==> src/rtl/pis_pkg.sv <==
// Shared types, codes and defaults for the periodic identifier scheduler.
`timescale 1ns / 1ps
package pis_pkg;

  localparam int SLOTS_DEF = 8;
  localparam int CFG_W     = 16;
  localparam int PER_W     = 16;

  localparam logic [7:0] EMPTY_ID = 8'hFF;

  localparam logic [1:0] OPC_TICK   = 2'd0;
  localparam logic [1:0] OPC_DEFINE = 2'd1;
  localparam logic [1:0] OPC_CLEAR  = 2'd2;

  localparam logic [7:0] MODE_SLOW = 8'd1;
  localparam logic [7:0] MODE_MED  = 8'd2;
  localparam logic [7:0] MODE_FAST = 8'd3;
  localparam logic [7:0] MODE_STOP = 8'd4;

  localparam logic [1:0] ST_OK       = 2'd0;
  localparam logic [1:0] ST_BAD_MODE = 2'd1;
  localparam logic [1:0] ST_NO_SLOT  = 2'd2;

  localparam logic KIND_STATUS = 1'b0;
  localparam logic KIND_SEND   = 1'b1;

  localparam logic [1:0] REG_SLOW = 2'd0;
  localparam logic [1:0] REG_MED  = 2'd1;
  localparam logic [1:0] REG_FAST = 2'd2;

  localparam logic [PER_W-1:0] SLOW_RST = 16'd1000;
  localparam logic [PER_W-1:0] MED_RST  = 16'd200;
  localparam logic [PER_W-1:0] FAST_RST = 16'd50;

  typedef enum logic [1:0] {
    CMD_TICK,
    CMD_DEFINE,
    CMD_CLEAR
  } cmd_op_t;

  typedef enum logic [2:0] {
    RATE_SLOW,
    RATE_MED,
    RATE_FAST,
    RATE_STOP,
    RATE_BAD
  } rate_t;

  typedef struct packed {
    cmd_op_t    op;
    rate_t      rate;
    logic [7:0] ident;
    logic [7:0] target;
  } cmd_t;

  typedef struct packed {
    logic [PER_W-1:0] slow_p;
    logic [PER_W-1:0] med_p;
    logic [PER_W-1:0] fast_p;
  } per_t;

endpackage

==> src/rtl/pis_ifs.sv <==
// Handshake channel interfaces for input items and result items.
`timescale 1ns / 1ps
interface pis_in_if;
  logic       valid;
  logic       ready;
  logic [1:0] opcode;
  logic [7:0] rate_mode;
  logic [7:0] ident;
  logic [7:0] target_addr;

  modport source (output valid, opcode, rate_mode, ident, target_addr, input ready);
  modport sink   (input valid, opcode, rate_mode, ident, target_addr, output ready);
endinterface

interface pis_out_if;
  logic       valid;
  logic       ready;
  logic       kind;
  logic [1:0] status;
  logic [7:0] send_ident;
  logic [7:0] send_target;
  logic       last;

  modport source (output valid, kind, status, send_ident, send_target, last, input ready);
  modport sink   (input valid, kind, status, send_ident, send_target, last, output ready);
endinterface

==> src/rtl/periodic_identifier_scheduler.sv <==
// Top level of the periodic identifier scheduler: config registers, front and back.
//
// Input channel in_ch carries tick, define and clear transactions; result channel out_ch
// returns one status per define or clear and one send transaction per slot that falls due
// on a tick, in slot order, with last set on the final result of each input.
// cfg_we/cfg_idx/cfg_wdata write the slow, medium and fast periods (index 0..2).
// The front decodes each transaction into a two-entry command queue, so input is taken
// while the back is busy. The back walks the slot table one slot per clock, except while
// a tick's walk waits on a stalled receiver. The back takes a command from the queue only
// when idle and finishes it before it takes the next. A define or tick walks every slot
// before its final result, if any, is loaded; a clear loads its status without a walk.
// Earlier sends of a tick leave as soon as the next slot falls due. Opcode 3 is taken and dropped.
// Reset empties the table, loads the default periods (1000, 200, 50) and clears the
// queue and result register. A stalled receiver holds the result register; the walk
// pauses only when another result is ready to go, and the queue then fills and drops
// in_ch.ready.
`timescale 1ns / 1ps
module periodic_identifier_scheduler
  import pis_pkg::*;
#(
  parameter int SLOTS = SLOTS_DEF
) (
  input  logic             clk,
  input  logic             rst_n,
  pis_in_if.sink           in_ch,
  pis_out_if.source        out_ch,
  input  logic             cfg_we,
  input  logic [1:0]       cfg_idx,
  input  logic [CFG_W-1:0] cfg_wdata
);

  per_t per_r;
  logic cmd_valid;
  cmd_t cmd;
  logic cmd_take;

  always_ff @(posedge clk) begin
    if (!rst_n) begin
      per_r.slow_p <= SLOW_RST;
      per_r.med_p  <= MED_RST;
      per_r.fast_p <= FAST_RST;
    end else if (cfg_we) begin
      case (cfg_idx)
        REG_SLOW: per_r.slow_p <= cfg_wdata;
        REG_MED:  per_r.med_p  <= cfg_wdata;
        REG_FAST: per_r.fast_p <= cfg_wdata;
        default:  per_r        <= per_r;
      endcase
    end
  end

  pis_front u_front (
    .clk       (clk),
    .rst_n     (rst_n),
    .in_ch     (in_ch),
    .cmd_valid (cmd_valid),
    .cmd       (cmd),
    .cmd_take  (cmd_take)
  );

  pis_back #(
    .SLOTS (SLOTS)
  ) u_back (
    .clk       (clk),
    .rst_n     (rst_n),
    .cmd_valid (cmd_valid),
    .cmd       (cmd),
    .cmd_take  (cmd_take),
    .per       (per_r),
    .out_ch    (out_ch)
  );

  a_send_ok: assert property (@(posedge clk) disable iff (!rst_n)
    out_ch.valid && out_ch.kind == KIND_SEND |-> out_ch.status == ST_OK)
    else $error("send transaction with nonzero status");

  a_status_last: assert property (@(posedge clk) disable iff (!rst_n)
    out_ch.valid && out_ch.kind == KIND_STATUS |->
      out_ch.last && out_ch.send_ident == 8'd0 && out_ch.send_target == 8'd0)
    else $error("status transaction not final or carries slot data");

  a_take_needs_cmd: assert property (@(posedge clk) disable iff (!rst_n)
    cmd_take |-> cmd_valid)
    else $error("back end took a command from an empty queue");

  a_reset_idle: assert property (@(posedge clk)
    !rst_n |=> !out_ch.valid)
    else $error("result valid right after reset");

endmodule

==> src/rtl/pis_front.sv <==
// Front end: accepts input transactions, decodes them and queues commands.
`timescale 1ns / 1ps
module pis_front
  import pis_pkg::*;
(
  input  logic   clk,
  input  logic   rst_n,
  pis_in_if.sink in_ch,
  output logic   cmd_valid,
  output cmd_t   cmd,
  input  logic   cmd_take
);

  cmd_t       q_r [2];
  logic       wr_ptr_r;
  logic       rd_ptr_r;
  logic [1:0] cnt_r;
  logic       push;
  cmd_t       dec;

  assign in_ch.ready = (cnt_r != 2'd2);
  assign push = in_ch.valid && in_ch.ready &&
                (in_ch.opcode == OPC_TICK || in_ch.opcode == OPC_DEFINE ||
                 in_ch.opcode == OPC_CLEAR);

  always_comb begin
    dec.ident  = in_ch.ident;
    dec.target = in_ch.target_addr;
    case (in_ch.opcode)
      OPC_DEFINE: dec.op = CMD_DEFINE;
      OPC_CLEAR:  dec.op = CMD_CLEAR;
      default:    dec.op = CMD_TICK;
    endcase
    case (in_ch.rate_mode)
      MODE_SLOW: dec.rate = RATE_SLOW;
      MODE_MED:  dec.rate = RATE_MED;
      MODE_FAST: dec.rate = RATE_FAST;
      MODE_STOP: dec.rate = RATE_STOP;
      default:   dec.rate = RATE_BAD;
    endcase
  end

  always_ff @(posedge clk) begin
    if (push) begin
      q_r[wr_ptr_r] <= dec;
    end
  end

  always_ff @(posedge clk) begin
    if (!rst_n) begin
      wr_ptr_r <= 1'b0;
      rd_ptr_r <= 1'b0;
      cnt_r    <= 2'd0;
    end else begin
      if (push) begin
        wr_ptr_r <= ~wr_ptr_r;
      end
      if (cmd_take) begin
        rd_ptr_r <= ~rd_ptr_r;
      end
      cnt_r <= cnt_r + 2'(push) - 2'(cmd_take);
    end
  end

  assign cmd_valid = (cnt_r != 2'd0);
  assign cmd       = q_r[rd_ptr_r];

endmodule

==> src/rtl/pis_back.sv <==
// Back end: slot table, one-slot-per-cycle walker (paused by a stalled receiver) and result register.
`timescale 1ns / 1ps
module pis_back
  import pis_pkg::*;
#(
  parameter int SLOTS = SLOTS_DEF
) (
  input  logic      clk,
  input  logic      rst_n,
  input  logic      cmd_valid,
  input  cmd_t      cmd,
  output logic      cmd_take,
  input  per_t      per,
  pis_out_if.source out_ch
);

  localparam int IDX_W = (SLOTS > 1) ? $clog2(SLOTS) : 1;
  localparam int CNT_W = $clog2(SLOTS + 1);

  typedef enum logic [1:0] {
    S_IDLE,
    S_TICK,
    S_DEF,
    S_CLEAR
  } state_t;

  // slot table
  logic [SLOTS-1:0] occ_r;
  logic [7:0]       id_r  [SLOTS];
  logic [7:0]       tgt_r [SLOTS];
  logic [PER_W-1:0] rld_r [SLOTS];
  logic [PER_W-1:0] cd_r  [SLOTS];

  state_t           state_r, state_nxt;
  logic [CNT_W-1:0] k_r, k_nxt;
  cmd_t             cur_r, cur_nxt;
  logic             match_v_r, match_v_nxt;
  logic [IDX_W-1:0] match_idx_r, match_idx_nxt;
  logic             free_v_r, free_v_nxt;
  logic [IDX_W-1:0] free_idx_r, free_idx_nxt;
  logic             pend_v_r, pend_v_nxt;
  logic [7:0]       pend_id_r, pend_id_nxt;
  logic [7:0]       pend_tgt_r, pend_tgt_nxt;
  logic             out_valid_r, out_valid_nxt;
  logic             out_kind_r, out_kind_nxt;
  logic [1:0]       out_status_r, out_status_nxt;
  logic [7:0]       out_id_r, out_id_nxt;
  logic [7:0]       out_tgt_r, out_tgt_nxt;
  logic             out_last_r, out_last_nxt;

  // table write controls
  logic             wr_cd_en, wr_rld_en, wr_id_en, occ_set, occ_clr, occ_clr_all;
  logic [IDX_W-1:0] wr_idx;
  logic [PER_W-1:0] wr_cd, wr_rld;

  logic [IDX_W-1:0] k;
  logic             at_end, can_load, run, fire;
  logic [PER_W-1:0] cd_k, period;

  assign k        = k_r[IDX_W-1:0];
  assign at_end   = (k_r == CNT_W'(SLOTS));
  assign can_load = !out_valid_r || out_ch.ready;
  assign cd_k     = cd_r[k];
  assign run      = occ_r[k] && (cd_k != '0);
  assign fire     = run && (cd_k == PER_W'(1));
  assign cmd_take = (state_r == S_IDLE) && cmd_valid;

  always_comb begin
    case (cur_r.rate)
      RATE_SLOW: period = per.slow_p;
      RATE_MED:  period = per.med_p;
      RATE_FAST: period = per.fast_p;
      default:   period = '0;
    endcase
  end

  always_comb begin
    state_nxt      = state_r;
    k_nxt          = k_r;
    cur_nxt        = cur_r;
    match_v_nxt    = match_v_r;
    match_idx_nxt  = match_idx_r;
    free_v_nxt     = free_v_r;
    free_idx_nxt   = free_idx_r;
    pend_v_nxt     = pend_v_r;
    pend_id_nxt    = pend_id_r;
    pend_tgt_nxt   = pend_tgt_r;
    out_valid_nxt  = out_valid_r && !out_ch.ready;
    out_kind_nxt   = out_kind_r;
    out_status_nxt = out_status_r;
    out_id_nxt     = out_id_r;
    out_tgt_nxt    = out_tgt_r;
    out_last_nxt   = out_last_r;
    wr_cd_en       = 1'b0;
    wr_rld_en      = 1'b0;
    wr_id_en       = 1'b0;
    occ_set        = 1'b0;
    occ_clr        = 1'b0;
    occ_clr_all    = 1'b0;
    wr_idx         = k;
    wr_cd          = cd_k - PER_W'(1);
    wr_rld         = period;

    case (state_r)
      S_IDLE: begin
        if (cmd_valid) begin
          cur_nxt     = cmd;
          k_nxt       = '0;
          match_v_nxt = 1'b0;
          free_v_nxt  = 1'b0;
          pend_v_nxt  = 1'b0;
          case (cmd.op)
            CMD_TICK:   state_nxt = S_TICK;
            CMD_DEFINE: state_nxt = S_DEF;
            default:    state_nxt = S_CLEAR;
          endcase
        end
      end
      S_CLEAR: begin
        if (can_load) begin
          occ_clr_all    = 1'b1;
          out_valid_nxt  = 1'b1;
          out_kind_nxt   = KIND_STATUS;
          out_status_nxt = ST_OK;
          out_id_nxt     = '0;
          out_tgt_nxt    = '0;
          out_last_nxt   = 1'b1;
          state_nxt      = S_IDLE;
        end
      end
      S_TICK: begin
        if (!at_end) begin
          if (!(fire && pend_v_r && !can_load)) begin
            k_nxt = k_r + CNT_W'(1);
            if (run) begin
              wr_cd_en = 1'b1;
              if (fire) begin
                wr_cd = rld_r[k];
              end
            end
            if (fire) begin
              if (pend_v_r) begin
                out_valid_nxt  = 1'b1;
                out_kind_nxt   = KIND_SEND;
                out_status_nxt = ST_OK;
                out_id_nxt     = pend_id_r;
                out_tgt_nxt    = pend_tgt_r;
                out_last_nxt   = 1'b0;
              end
              pend_v_nxt   = 1'b1;
              pend_id_nxt  = id_r[k];
              pend_tgt_nxt = tgt_r[k];
            end
          end
        end else if (!pend_v_r) begin
          state_nxt = S_IDLE;
        end else if (can_load) begin
          out_valid_nxt  = 1'b1;
          out_kind_nxt   = KIND_SEND;
          out_status_nxt = ST_OK;
          out_id_nxt     = pend_id_r;
          out_tgt_nxt    = pend_tgt_r;
          out_last_nxt   = 1'b1;
          pend_v_nxt     = 1'b0;
          state_nxt      = S_IDLE;
        end
      end
      S_DEF: begin
        if (!at_end) begin
          k_nxt = k_r + CNT_W'(1);
          if (occ_r[k] && id_r[k] == cur_r.ident && !match_v_r) begin
            match_v_nxt   = 1'b1;
            match_idx_nxt = k;
          end
          if (!occ_r[k] && !free_v_r) begin
            free_v_nxt   = 1'b1;
            free_idx_nxt = k;
          end
        end else if (can_load) begin
          out_valid_nxt  = 1'b1;
          out_kind_nxt   = KIND_STATUS;
          out_status_nxt = ST_OK;
          out_id_nxt     = '0;
          out_tgt_nxt    = '0;
          out_last_nxt   = 1'b1;
          state_nxt      = S_IDLE;
          wr_cd          = period;
          if (cur_r.rate == RATE_BAD) begin
            out_status_nxt = ST_BAD_MODE;
          end else if (cur_r.ident == EMPTY_ID) begin
            out_status_nxt = ST_OK;
          end else if (match_v_r) begin
            wr_idx    = match_idx_r;
            wr_cd_en  = 1'b1;
            wr_rld_en = 1'b1;
            occ_clr   = (cur_r.rate == RATE_STOP);
          end else if (cur_r.rate == RATE_STOP) begin
            out_status_nxt = ST_OK;
          end else if (free_v_r) begin
            wr_idx    = free_idx_r;
            wr_cd_en  = 1'b1;
            wr_rld_en = 1'b1;
            wr_id_en  = 1'b1;
            occ_set   = 1'b1;
          end else begin
            out_status_nxt = ST_NO_SLOT;
          end
        end
      end
      default: state_nxt = S_IDLE;
    endcase
  end

  always_ff @(posedge clk) begin
    if (!rst_n) begin
      occ_r <= '0;
    end else if (occ_clr_all) begin
      occ_r <= '0;
    end else if (occ_set) begin
      occ_r[wr_idx] <= 1'b1;
    end else if (occ_clr) begin
      occ_r[wr_idx] <= 1'b0;
    end
  end

  always_ff @(posedge clk) begin
    if (wr_cd_en) begin
      cd_r[wr_idx] <= wr_cd;
    end
    if (wr_rld_en) begin
      rld_r[wr_idx] <= wr_rld;
    end
    if (wr_id_en) begin
      id_r[wr_idx]  <= cur_r.ident;
      tgt_r[wr_idx] <= cur_r.target;
    end
  end

  always_ff @(posedge clk) begin
    if (!rst_n) begin
      state_r     <= S_IDLE;
      pend_v_r    <= 1'b0;
      out_valid_r <= 1'b0;
    end else begin
      state_r     <= state_nxt;
      pend_v_r    <= pend_v_nxt;
      out_valid_r <= out_valid_nxt;
    end
    k_r          <= k_nxt;
    cur_r        <= cur_nxt;
    match_v_r    <= match_v_nxt;
    match_idx_r  <= match_idx_nxt;
    free_v_r     <= free_v_nxt;
    free_idx_r   <= free_idx_nxt;
    pend_id_r    <= pend_id_nxt;
    pend_tgt_r   <= pend_tgt_nxt;
    out_kind_r   <= out_kind_nxt;
    out_status_r <= out_status_nxt;
    out_id_r     <= out_id_nxt;
    out_tgt_r    <= out_tgt_nxt;
    out_last_r   <= out_last_nxt;
  end

  assign out_ch.valid       = out_valid_r;
  assign out_ch.kind        = out_kind_r;
  assign out_ch.status      = out_status_r;
  assign out_ch.send_ident  = out_id_r;
  assign out_ch.send_target = out_tgt_r;
  assign out_ch.last        = out_last_r;

endmodule
==> src/flat_wrapper.sv <==
// flat-port wrapper written by rule: the top's interface ports become plain ports
module periodic_identifier_scheduler_flat import pis_pkg::*;
#(
  parameter int SLOTS = SLOTS_DEF
)
  (clk, rst_n, cfg_we, cfg_idx, cfg_wdata, in_ch_valid, in_ch_opcode, in_ch_rate_mode, in_ch_ident, in_ch_target_addr, in_ch_ready, out_ch_valid, out_ch_kind, out_ch_status, out_ch_send_ident, out_ch_send_target, out_ch_last, out_ch_ready);
  pis_in_if in_ch_i ();
  pis_out_if out_ch_i ();
  input  logic clk;
  input  logic rst_n;
  input  logic cfg_we;
  input  logic [1:0] cfg_idx;
  input  logic [CFG_W-1:0] cfg_wdata;
  input wire logic [$bits(in_ch_i.valid)-1:0] in_ch_valid;
  input wire logic [$bits(in_ch_i.opcode)-1:0] in_ch_opcode;
  input wire logic [$bits(in_ch_i.rate_mode)-1:0] in_ch_rate_mode;
  input wire logic [$bits(in_ch_i.ident)-1:0] in_ch_ident;
  input wire logic [$bits(in_ch_i.target_addr)-1:0] in_ch_target_addr;
  output wire logic [$bits(in_ch_i.ready)-1:0] in_ch_ready;
  output wire logic [$bits(out_ch_i.valid)-1:0] out_ch_valid;
  output wire logic [$bits(out_ch_i.kind)-1:0] out_ch_kind;
  output wire logic [$bits(out_ch_i.status)-1:0] out_ch_status;
  output wire logic [$bits(out_ch_i.send_ident)-1:0] out_ch_send_ident;
  output wire logic [$bits(out_ch_i.send_target)-1:0] out_ch_send_target;
  output wire logic [$bits(out_ch_i.last)-1:0] out_ch_last;
  input wire logic [$bits(out_ch_i.ready)-1:0] out_ch_ready;
  assign in_ch_i.valid = in_ch_valid;
  assign in_ch_i.opcode = in_ch_opcode;
  assign in_ch_i.rate_mode = in_ch_rate_mode;
  assign in_ch_i.ident = in_ch_ident;
  assign in_ch_i.target_addr = in_ch_target_addr;
  assign in_ch_ready = in_ch_i.ready;
  assign out_ch_valid = out_ch_i.valid;
  assign out_ch_kind = out_ch_i.kind;
  assign out_ch_status = out_ch_i.status;
  assign out_ch_send_ident = out_ch_i.send_ident;
  assign out_ch_send_target = out_ch_i.send_target;
  assign out_ch_last = out_ch_i.last;
  assign out_ch_i.ready = out_ch_ready;
  periodic_identifier_scheduler #(.SLOTS(SLOTS)) u_core (.clk(clk), .rst_n(rst_n), .in_ch(in_ch_i), .out_ch(out_ch_i), .cfg_we(cfg_we), .cfg_idx(cfg_idx), .cfg_wdata(cfg_wdata));
endmodule
==> config.mk <==
export PLATFORM = sky130hd
export DESIGN_NAME = periodic_identifier_scheduler_flat
export DESIGN_NICKNAME = d
export VERILOG_FILES = /design/src/rtl/pis_pkg.sv /design/src/rtl/pis_ifs.sv /design/src/rtl/periodic_identifier_scheduler.sv /design/src/rtl/pis_front.sv /design/src/rtl/pis_back.sv /design/src/flat_wrapper.sv
export SDC_FILE = /design/constraint.sdc
export NUM_CORES = 1
export LEC_CHECK = 0
export BUFFER_PORTS_ARGS = -buffer_cell sky130_fd_sc_hd__buf_4
export CAP_MARGIN = 10
export CORE_AREA = 3 3 288 176
export CTS_BUF_LIST = sky130_fd_sc_hd__clkbuf_8
export DETAILED_ROUTE_END_ITERATION = 10
export DIE_AREA = 0 0 291 179
export PLACE_DENSITY = 0.66
export REMOVE_ABC_BUFFERS = 1
export SLEW_MARGIN = 20
export SYNTH_ARGS = -nofsm -noshare
export SYNTH_HDL_FRONTEND = slang
export SYNTH_SLANG_ARGS = --single-unit
==> constraint.sdc <==
create_clock -name clk -period 5.58 [get_ports clk]
set_input_delay 1.116 -clock clk [delete_from_list [all_inputs] [get_ports clk]]
set_output_delay 1.116 -clock clk [all_outputs]
set_load 0.01 [all_outputs]
==> results summary, run 1 <==
The CTS H-tree depth came out at 3. Post-CTS timing repair inserted 0 buffers for setup. Of all cell types, the one taking the most synthesized area is edfxtp_1. The pin count of the biggest net entering global routing came out at 59. In the synthesized netlist, the cells that appear most often are edfxtp_1 (493), nand2_1 (140), mux4_2 (98).

The number of distinct library cells after synthesis came out at 66. Of the available clock period, the critical path in the final layout requires 0.792. The via density per instance is 5.70. The worst-case clock skew is 0.0274 ns.

STA classifies the critical path startpoint as a flip-flop. Once detail routing completed, the nets flagged for antenna violations numbered 0. In the global route stage, overall resource usage came out at 0.199. The first TritonRoute pass finished after 6 iterations. The register bit count reported by yosys came out at 561.

STA classifies the critical path endpoint as a flip-flop. The area growth from synthesis to layout is 12.3%. The total net switching power is 3.87 mW. Once layout is complete, the cells apart from fillers number 2159.

The height of the chip came out at 179 microns. Dividing the detail-routed wire length by the instance count gives 23.6 microns. The routability-driven placement congestion ratio is 0.838. Among all flip-flop cells after synthesis, the most frequent one is edfxtp_1. The post-synthesis sequential area ratio is 0.715. Static timing analysis puts the maximum clock frequency at 226 MHz. The number of antenna violations at the first check in global routing is 0. The total of buffers placed on input and output ports came out at 70. The fraction of power consumed by the clock network came out at 0.252. The cell area after placement came out at 23900 sq um. Counting the buffers created by CTS gives 79.

Setup repair after global routing left no endpoint under its margin. The DRC violation count after routing came out at 0. The global route total overflow is 0. The slew of the pin with the lowest slew margin is 1.07 ns.

The longest clock path from root to sink contains 3 buffers. For the worst setup path, the data required time is 5.81 ns. Cell internal power was estimated by the tool at 8.14 mW.

The area of the die came out at 52100 sq um. The number of core rows came out at 62. Wires add up to 51.0 mm. The per-instance average area after synthesis came out at 16.9 sq um. Once placement completed, the tool counted placed cells totaling 2015. The proportion of power drawn by combinational gates is 0.265.

The data arrival time at the worst-slack endpoint is 4.65 ns. The most repeated cell in the gate-level netlist after synthesis is edfxtp_1. The count of warnings emitted by yosys is 0. The number of failing hold endpoints at the final stage is 0. The wire length of the first global-routing pass came out at 77.1 mm. The flow ran to the end, and the final reports show no timing, DRC or antenna violations. The largest fanout of any net on the critical path came out at 36.

The total half-perimeter wirelength after legalization and detailed placement came out at 32.5 mm. By area the synthesized netlist is led by edfxtp_1 (65%), mux4_2 (9.8%), dfxtp_1 (6.0%). The min-delay analysis places its worst path in the category reg -> reg. Setup violations remaining at the end of the flow were counted as 0.

The number of global-route vias before repair was 12174. The detailed-route via count is 12306. Power spread over the standard cell area amounts to 473 nW/um^2. The tree built by TritonCTS fans out to 561 sinks. CTS placed an instance of clkbuf_8 at the clock tree root. The met1 routing resource usage after global routing is 0.327. The minimum setup slack in the final design came out at 1.16 ns. The proportion of total power due to net switching came out at 0.322. After the first detailed-routing iteration, the DRC count stood at 1506. For this run, global-route usage on met3 was measured as 0.0562. The number of diodes is 0.

The minimum clock period after layout came out at 4.42 ns. The max capacitance violation total came out at 0. In this run the most used layer during global routing was met1. For this run, global-route usage on met2 was measured as 0.259.

The clock latency on the worst-skew pair came out at 0.65 ns. The share of synthesized area in the top cell type comes to 0.655. By startpoint and endpoint, the worst setup path is classified as reg -> reg. The number of flops mapped to enable cells by yosys is 493. The synthesized netlist cell count came out at 1340. The proportion of synthesized flip-flops having asynchronous set or reset came out at 0.

The starting utilization of the core area is 0.471. The post-synth design cell area is 22600 sq um. The leakage power figure is 8.49 nW.

The share of power burned in registers is 0.483. The die is 291 microns wide. The final instance area came out at 25400 sq um.

The fraction of final layout cells sized beyond drive strength 1 came out at 0.247. The worst slew slack as a fraction of its limit came out at 0.288. The core outline area came out at 48000 sq um. OpenSTA, run right after detailed placement, puts the worst setup slack at 1.18 ns. TritonCTS built the clock tree. VDD sags by at most 269 uV.

The I/O pin total came out at 71. The final count of pins violating max slew came out at 0. The number of gates resized after CTS came out at 0. The final layout net count is 1516.

The post-cts hold buffer count came out at 0. The CTS clock-pin slew for the worst setup and hold paths came out at 0.07 ns.
[cells by family after synthesis]
group,count (synthesis),share of synthesized area
xor+xnor,28,0.0108
mux,188,0.140
flops,561,0.715
fa+ha+maj,11,0.00609
buf+inv,92,0.0177
compound gates,133,0.0426
simple gates,327,0.0677
[state kept, by name, indices dropped and copies added, names as in the netlist, 3 cells and up, named ones only]
register,flops
u_core.u_back.rld_r,128
u_core.u_back.k_r,4
u_core.u_front.q_r,42
u_core.per_r,48
u_core.u_back.match_idx_r,3
u_core.u_back.pend_tgt_r,8
u_core.u_back.cd_r,128
u_core.u_back.out_ch.send_ident,8
u_core.u_back.free_idx_r,3
u_core.u_back.tgt_r,64
u_core.u_back.id_r,64
u_core.u_back.out_ch.send_target,8
u_core.u_back.pend_id_r,8
u_core.u_back.cur_r,19
[final cells by class]
type	instances	area (sq um)
fill	3838	22600
sequential	561	16200
multi-input combinational	687	6070
clock buffer	82	1130
tap	640	801
timing repair buffer	103	773
clock inverter	62	335
inverter	24	90.1
[critical path, cell delays in order (launching register included)]
cell	delay, ns
dfxtp_4	0.80
buf_4	0.59
mux2i_1	0.42
nand3_1	0.37
nor3_2	0.38
a31oi_1	0.19
nor2_2	0.76
o221ai_1	0.51
[layer usage]
metal  wire (microns)  vias up
li1                 -     5427
met1            24900     6255
met2            20100      554
met3             5350       70
met4              689        0
met5                0        -
[power groups by stage]
stage                     combinational, mW  sequential [mW]  clock [mW]
after CTS                              3.16             5.80        3.11
final                                  3.18             5.80        3.03
after global placement                 3.07             5.87           0
after floorplan                        2.08             5.86           0
after detailed placement               3.15             5.89           0
after global routing                   3.46             5.85        3.30
[path summary, 6_finish.rpt]
check	slack (ns)	start	cells after the start	endpoint
max	1.16	flip-flop	7	u_core.u_back.cd_r[1][6]
max reg2reg	1.16	flip-flop	7	u_core.u_back.cd_r[1][6]
min	0.47	u_core.per_r[30]	2	u_core.per_r[30]
min reg2reg	0.47	u_core.per_r[30]	2	u_core.per_r[30]
[cell usage in the layout, fill, tap and decap left out, drive strengths merged, types with 8 or more instances in the layout]
| cell type | synthesis | layout |
|---|---|---|
| o221ai | 12 | 12 |
| mux4 | 98 | 98 |
| o21ai | 15 | 15 |
| edfxtp | 493 | 493 |
| dfxtp | 68 | 68 |
| clkbuf | 38 | 82 |
| xnor2 | 17 | 17 |
| nand2 | 140 | 140 |
| a21boi | 36 | 36 |
| nand3 | 35 | 35 |
| and2 | 21 | 21 |
| clkinv | 0 | 33 |
| inv | 24 | 49 |
| mux2i | 48 | 48 |
| ha | 11 | 11 |
| buf | 30 | 103 |
| a21oi | 34 | 34 |
| nor2 | 70 | 70 |
| nand4 | 9 | 9 |
| nor3 | 8 | 8 |
| xor2 | 11 | 11 |
| nor2b | 10 | 10 |
| mux2 | 42 | 42 |
[through the flow]
| step | util | hold slack, ns | power [mW] | TNS, ns |
|---|---|---|---|---|
| floorplan | - | 0.438 | 7.94 | -86.94 |
| global placement | 0.498 | 0.451 | 8.94 | 0 |
| detailed placement | 0.498 | 0.454 | 9.04 | 0 |
| CTS | 0.528 | 0.467 | 12.1 | 0 |
| global route | 0.528 | 0.485 | 12.6 | 0 |
| finish | 0.528 | 0.466 | 12.0 | 0 |
Power figures use the tool's default switching activity.
==> inputs of run 2 (changes only) <==
==> constraint.sdc (replaced) <==
create_clock -name clk -period 4.38 [get_ports clk]
set_input_delay 0.876 -clock clk [delete_from_list [all_inputs] [get_ports clk]]
set_output_delay 0.876 -clock clk [all_outputs]
set_load 0.01 [all_outputs]
==> run 2 against run 1 <==
  * Power rose by 30%
  * Sequential share of layout area down 0.90 points
  * Worst setup slack worse by 0.63 ns
  * Clock-buffer cell count increased by 6
  * Largest power group unchanged
  * Highest routed layer unchanged
  * Critical endpoint is now u_core.u_back.cd_r[5][5]
==> results summary, run 2 (same netlist as run 1, synthesis figures left out) <==
The met2 track demand over resource in global routing is 0.252 (-0.00680). The power density relative to cell area came out at 608 nW/um^2 (+28%). The core outline area is 48000 sq um (unchanged). The height of the chip came out at 179 microns (unchanged). The number of failing hold endpoints at the final stage came out at 0 (unchanged). The CTS H-tree depth is 3 (unchanged). The post-cts hold buffer count is 0 (unchanged). The worst-case clock skew is 0.0335 ns (+0.00607 ns).

The final core area utilization is 0.536 (+0.00753). From synthesis to final layout, the design area changed by 13.9%. The clock latency on the worst-skew pair came to 0.64 ns (about the same). The post-CTS setup repair buffer count is 0 (unchanged).

The flow ran to the end, and the final reports show no timing, DRC or antenna violations. The worst setup path is captured at a flip-flop. Leaving out fill and tap cells, the most frequent cells in the layout are edfxtp_1 (493), nand2_1 (140), buf_4 (129), mux4_2 (98), clkbuf_8 (88). Setup repair after global routing left no endpoint under its margin. The post-detailed-route count of antenna-violating nets came out at 0 (unchanged). The max capacitance violation total came out at 0 (unchanged). The depth of the most critical reg-to-reg path came out at 8 (+1). The number of diodes was 0 (unchanged).

The DRC violation count after routing was 0 (unchanged). The worst hold path depth came out at 1 (-1). The number of gates resized after CTS came out at 0 (unchanged). The number of antenna violations at the first check in global routing is 1 (+1). The total of buffers placed on input and output ports came out at 70 (unchanged). The minimum clock period after layout is 3.85 ns (-0.572 ns).

The area of the die is 52100 sq um (unchanged). The total power draw came out at 15.6 mW (+30%). STA classifies the critical path startpoint as a flip-flop. The pin count of the biggest net entering global routing is 59 (unchanged).

The largest fanout of any net on the critical path is 20 (-44%). The minimum setup slack in the final design came out at 0.532 ns (-0.628 ns). The number of DRC markers after the initial detailed-route iteration came to 1279 (-15%). The total setup violations reported at the end of the flow is 0 (unchanged).

The met1 routing resource usage after global routing is 0.321 (-0.00543). The wire length of the first global-routing pass came to 76.4 mm (-0.88%). The tree is rooted in a clkbuf_8.

The number of buffers created by CTS came out at 83 (+5.1%). In the final layout, the registers with the most flip-flops are u_core.u_back.cd_r: 128 flops, u_core.u_back.rld_r: 128 flops. The highest-utilization routing layer at the global route stage is met1. The final layout net count came to 1547 (+2.0%).

The total negative setup slack is 0 ns (unchanged). The fraction of the cycle the final worst path needs is 0.879 (+0.0864). The fraction of final layout cells sized beyond drive strength 1 came out at 0.259 (+0.0120).

The required arrival time at the worst endpoint came to 4.72 ns (-1.09 ns). The routability-driven placement congestion ratio was 0.902 (+7.6%). The fmax is 260 MHz (+15%). The CTS clock-pin slew for the worst setup and hold paths is 0.06 ns (about the same).

The post-placement worst setup slack is 0.528 ns (-0.650 ns). The clock sink total is 561 (unchanged). The detailed-route via count came to 12397 (+0.74%). The x dimension of the die is 291 microns (unchanged). The number of global-route vias before repair is 12178 (+0.033%). TritonCTS built the clock tree. The routed length per instance is 23.0 microns (-2.7%).

The global route total overflow is 0 (unchanged). The worst slew slack as a fraction of its limit came out at 0.294 (+0.00610). The maximum number of buffers from clock root to sink came to 3 (unchanged). The number of iterations in the first detailed-routing pass came out at 7 (+1). The data arrival time at the worst-slack endpoint was 4.19 ns (-0.46 ns). The total half-perimeter wirelength after legalization and detailed placement came out at 32.3 mm (-0.72%).

The final count of pins violating max slew came out at 0 (unchanged). The library cell used most frequently in the layout, excluding fill and tap cells, is edfxtp_1. In this run the worst hold path is classified as in -> reg. The slew of the pin with the lowest slew margin is 1.06 ns (-0.00914 ns). The via density per instance is 5.65 (-0.82%). The non-filler instance count after layout came out at 2193 (+1.6%).

The critical path is of the reg -> reg type. The count of placed standard cells including taps came out at 2042 (+1.3%). The met3 track demand over resource came out at 0.0612 (+0.00495). The global routing usage summed across all routing layers came out at 0.196 (-0.00331).

The I/O pin total came out at 71 (unchanged). The leakage power figure is 8.71 nW (+2.6%). The overall routed net length came to 50.4 mm (-1.2%). The number of core rows came out at 62 (unchanged). The worst supply voltage drop on vdd is 399 uV (+49%). The starting utilization of the core area is 0.471 (unchanged).
run 2: path summary, 6_finish.rpt:
path	from	to	slack, ns
max	flip-flop	u_core.u_back.cd_r[5][5]	0.53
min	in_ch_target_addr[5]	u_core.u_front.q_r[0][5]	0.43
max reg2reg	flip-flop	u_core.u_back.cd_r[5][5]	0.53
min reg2reg	u_core.per_r[17]	u_core.per_r[17]	0.46
run 2: routing by layer:
| metal | wire length, microns | vias to the layer above |
|---|---|---|
| met2 | 19700 | 519 |
| met3 | 5260 | 57 |
| met4 | 602 | 0 |
| met1 | 24800 | 6324 |
| li1 | - | 5497 |
| met5 | 0 | - |
run 2: final cells by class:
cell class / instances / area (sq um)
repair buffers: 130 / 988
clock inverters: 63 / 397
clock buffers: 88 / 1210
flip-flops and latches: 561 / 16200
fillers: 3796 / 22300
inverters: 24 / 90.1
well taps: 640 / 801
multi-input cells: 687 / 6080
run 2: power breakdown:
part | total, mW | internal [mW] | switching, mW
Combinational | 4.38 | 1.79 | 2.59
Sequential | 7.17 | 6.78 | 0.394
Clock | 4.09 | 2.11 | 1.98
Total | 15.6 | 10.7 | 4.96
run 2: metrics by stage:
step | hold WS (ns) | area (sq um)
after floorplan | 0.438 | 22300
after global placement | 0.451 | 24100
after detailed placement | 0.457 | 24100
after CTS | 0.373 | 25700
after global routing | 0.371 | 25700
final | 0.428 | 25700
run 2: critical path: stages (launching register included):
cell and delay, ns:
dfxtp_4 0.61, buf_4 0.33, mux4_2 0.57, mux2i_2 0.25, nand3_1 0.29, nor3_2 0.36, nand4_2 0.21, or2_4 0.39
o221ai_1 0.53
==> inputs of run 3 (changes only) <==
--- a/config.mk
+++ b/config.mk
@@ -5,7 +5,7 @@
 export SDC_FILE = /design/constraint.sdc
 export NUM_CORES = 1
 export LEC_CHECK = 0
-export BUFFER_PORTS_ARGS = -buffer_cell sky130_fd_sc_hd__buf_4
+export BUFFER_PORTS_ARGS = -buffer_cell sky130_fd_sc_hd__buf_2
 export CAP_MARGIN = 10
 export CORE_AREA = 3 3 288 176
 export CTS_BUF_LIST = sky130_fd_sc_hd__clkbuf_8
==> run 3 against run 2 <==
  * Worst hold slack improved by 0.0060 ns
  * Worst setup slack got worse by 0.084 ns
  * Clock power decreased by 2%
  * Cell count about the same
  * Critical path depth decreased by 1
  * Fmax decreased by 2.1%
  * Non-clock buffer count increased by 4
  * Routed wire length increased by 1.1%
  * Combinational power about the same
  * Global-route usage increased by 0.15 points
  * Sequential power about the same
==> results summary, run 3 (same netlist as run 1, synthesis figures left out) <==
The wire length of the first global-routing pass came out at 76.8 mm (+0.52%). Setup repair after global routing left no endpoint under its margin. The total half-perimeter wirelength after legalization and detailed placement is 32.7 mm (+1.3%). The TritonCTS clock tree is built. The worst supply voltage drop on vdd is 325 uV (-19%). The data arrival time at the worst-slack endpoint is 4.27 ns (+0.08 ns). The proportion of power drawn by combinational gates is 0.282 (+0.002). The number of global-route vias before repair is 12215 (+0.30%). The area growth from synthesis to layout is 13.0%. The total of buffers placed on input and output ports is 70 (unchanged). The fraction of power consumed by the clock network came out at 0.256 (-0.005).

The total net switching power was 4.98 mW (+0.36%). The largest fanout of any net on the critical path came to 24 (+20%). The leakage power figure is 8.68 nW (-0.40%). The number of diodes is 0 (unchanged). The worst setup path is of the reg -> reg kind. The fill cell instance count of the final layout came to 3803 (+0.18%). The post-detailed-route count of antenna-violating nets was 0 (unchanged).

The fraction of the cycle the final worst path needs came out at 0.898 (+0.0192). The proportion of total power due to net switching came out at 0.320 (+0.00290). The slack of the worst reg-to-reg path is 0.45 ns (-0.08 ns). The routability-driven placement congestion ratio came to 0.901 (about the same). The share of power burned in registers is 0.461 (+0.003). The library cells used most frequently in the layout, excluding fill and tap cells, are edfxtp_1 (493), nand2_1 (140), mux4_2 (98), clkbuf_8 (86), buf_2 (70). The CTS root buffer is clkbuf_8. The slew of the pin with the lowest slew margin came out at 1.05 ns (-0.00535 ns). The max capacitance violation total came to 0 (unchanged). The x dimension of the die came out at 291 microns (unchanged). The number of failing hold endpoints at the final stage is 0 (unchanged). The worst setup path is captured at a flip-flop. The cell area after placement came out at 24000 sq um (-0.55%).

The DRC violation count after routing came out at 0 (unchanged). The pin count of the biggest net entering global routing came out at 57 (-3.4%). The final layout net count was 1548 (+0.065%). The routed length per instance was 23.2 microns (+1.1%). The post-cts hold buffer count came out at 0 (unchanged). The largest registers in the layout are u_core.u_back.cd_r: 128 flops, u_core.u_back.rld_r: 128 flops.

The I/O pin total is 71 (unchanged). The global routing usage summed across all routing layers came out at 0.198 (+0.00152). The CTS H-tree depth came out at 3 (unchanged). The run finished with clean final reports. The fraction of final layout cells sized beyond drive strength 1 is 0.260 (+0.000811). The clock sink total was 561 (unchanged). The post-placement worst setup slack is 0.517 ns (-0.0110 ns). The detailed-route via count is 12486 (+0.72%).

The via density per instance came out at 5.70 (+0.76%). The total setup violations reported at the end of the flow came out at 0 (unchanged). The starting utilization of the core area was 0.471 (unchanged). The core outline area is 48000 sq um (unchanged). The worst hold path belongs to the class in -> reg. The clock latency on the worst-skew pair is 0.64 ns (about the same).

The power density relative to cell area is 609 nW/um^2 (+0.23%). The minimum clock period after layout came out at 3.93 ns (+0.0840 ns). The most common library cell in the layout ignoring fill and taps is edfxtp_1.

The overall routed net length was 50.9 mm (+1.1%). The worst slew slack as a fraction of its limit is 0.297 (+0.00357). The post-CTS setup repair buffer count is 0 (unchanged).

The number of iterations in the first detailed-routing pass came out at 5 (-2). The total internal power is 10.6 mW (-0.98%). The fmax is 254 MHz (-2.1%). The non-filler instance count after layout is 2192 (-0.046%). The worst-case clock skew is 0.0321 ns (-0.00132 ns). The worst hold slack after final layout is 0.434 ns (+0.00604 ns). The CTS clock-pin slew for the worst setup and hold paths came to 0.06 ns (about the same). The worst setup path is launched from a flip-flop. The number of antenna violations at the first check in global routing came out at 1 (unchanged). The final instance area came out at 25500 sq um (-0.78%). The number of gates resized after CTS came to 0 (unchanged). The number of DRC markers after the initial detailed-route iteration came out at 1317 (+3.0%). The required arrival time at the worst endpoint is 4.72 ns (about the same). The count of placed standard cells including taps is 2046 (+0.20%). The number of core rows is 62 (unchanged). The number of buffers created by CTS was 80 (-3.6%).

The maximum number of buffers from clock root to sink came to 3 (unchanged). The final count of pins violating max slew came out at 0 (unchanged). The global route total overflow is 0 (unchanged). The area of the die is 52100 sq um (unchanged). The minimum setup slack in the final design is 0.448 ns (-0.0840 ns). The height of the chip came to 179 microns (unchanged).
-- run 3: changes by cell type in the layout (fill, tap and decap cells not counted), sizes merged --
cell | previous run | this run
bufinv | 4 | 3
clkinvlp | 4 | 0
buf | 130 | 134
clkbuf | 88 | 86
inv | 54 | 62
clkinv | 25 | 19
-- run 3: per-stage QoR --
stage               utilization  power [mW]  TNS [ns]
CTS                       0.532        15.6         0
finish                    0.532        15.6         0
global placement          0.500        11.5         0
detailed placement        0.500        11.6         0
floorplan                     -        10.1   -457.41
global route              0.532        16.3         0
-- run 3: final cells by class --
cell class                      count  area [sq um]  share of cell area
Clock buffer                       86          1180              0.0464
Clock inverter                     60           357              0.0140
Inverter                           24          90.1             0.00353
Multi-Input combinational cell    687          6080               0.238
Sequential cell                   561         16200               0.633
Tap cell                          640           801              0.0314
Timing Repair Buffer              134           856              0.0335
-- run 3: worst paths after layout --
kind | from | end | cells past startpoint
max reg2reg | flip-flop | u_core.u_back.cd_r[2][4] | 7
min | in_ch_target_addr[0] | u_core.u_front.q_r[0][0] | 1
min reg2reg | u_core.per_r[31] | u_core.per_r[31] | 2
max | flip-flop | u_core.u_back.cd_r[2][4] | 7
-- run 3: metal layers --
layer  share of wire  track usage
met4           0.012       0.0428
met1            0.48        0.317
met3            0.11       0.0676
met5               0            0
met2            0.39        0.256
-- run 3: power groups by stage --
| stage | Clock (mW) | Combinational (mW) | Sequential (mW) |
|---|---|---|---|
| after floorplan | 0 | 2.65 | 7.47 |
| after global placement | 0 | 4.23 | 7.27 |
| after detailed placement | 0 | 4.35 | 7.29 |
| after CTS | 4.08 | 4.37 | 7.18 |
| after global routing | 4.33 | 4.76 | 7.23 |
| final | 3.99 | 4.39 | 7.18 |
-- run 3: worst max-delay path, stage by stage, from the launching register on --
cell	delay, ns
dfxtp_4	0.65
mux4_2	0.56
mux2i_1	0.49
nand4_1	0.28
nor3_4	0.42
nand4_2	0.21
or2_4	0.41
o221ai_1	0.60
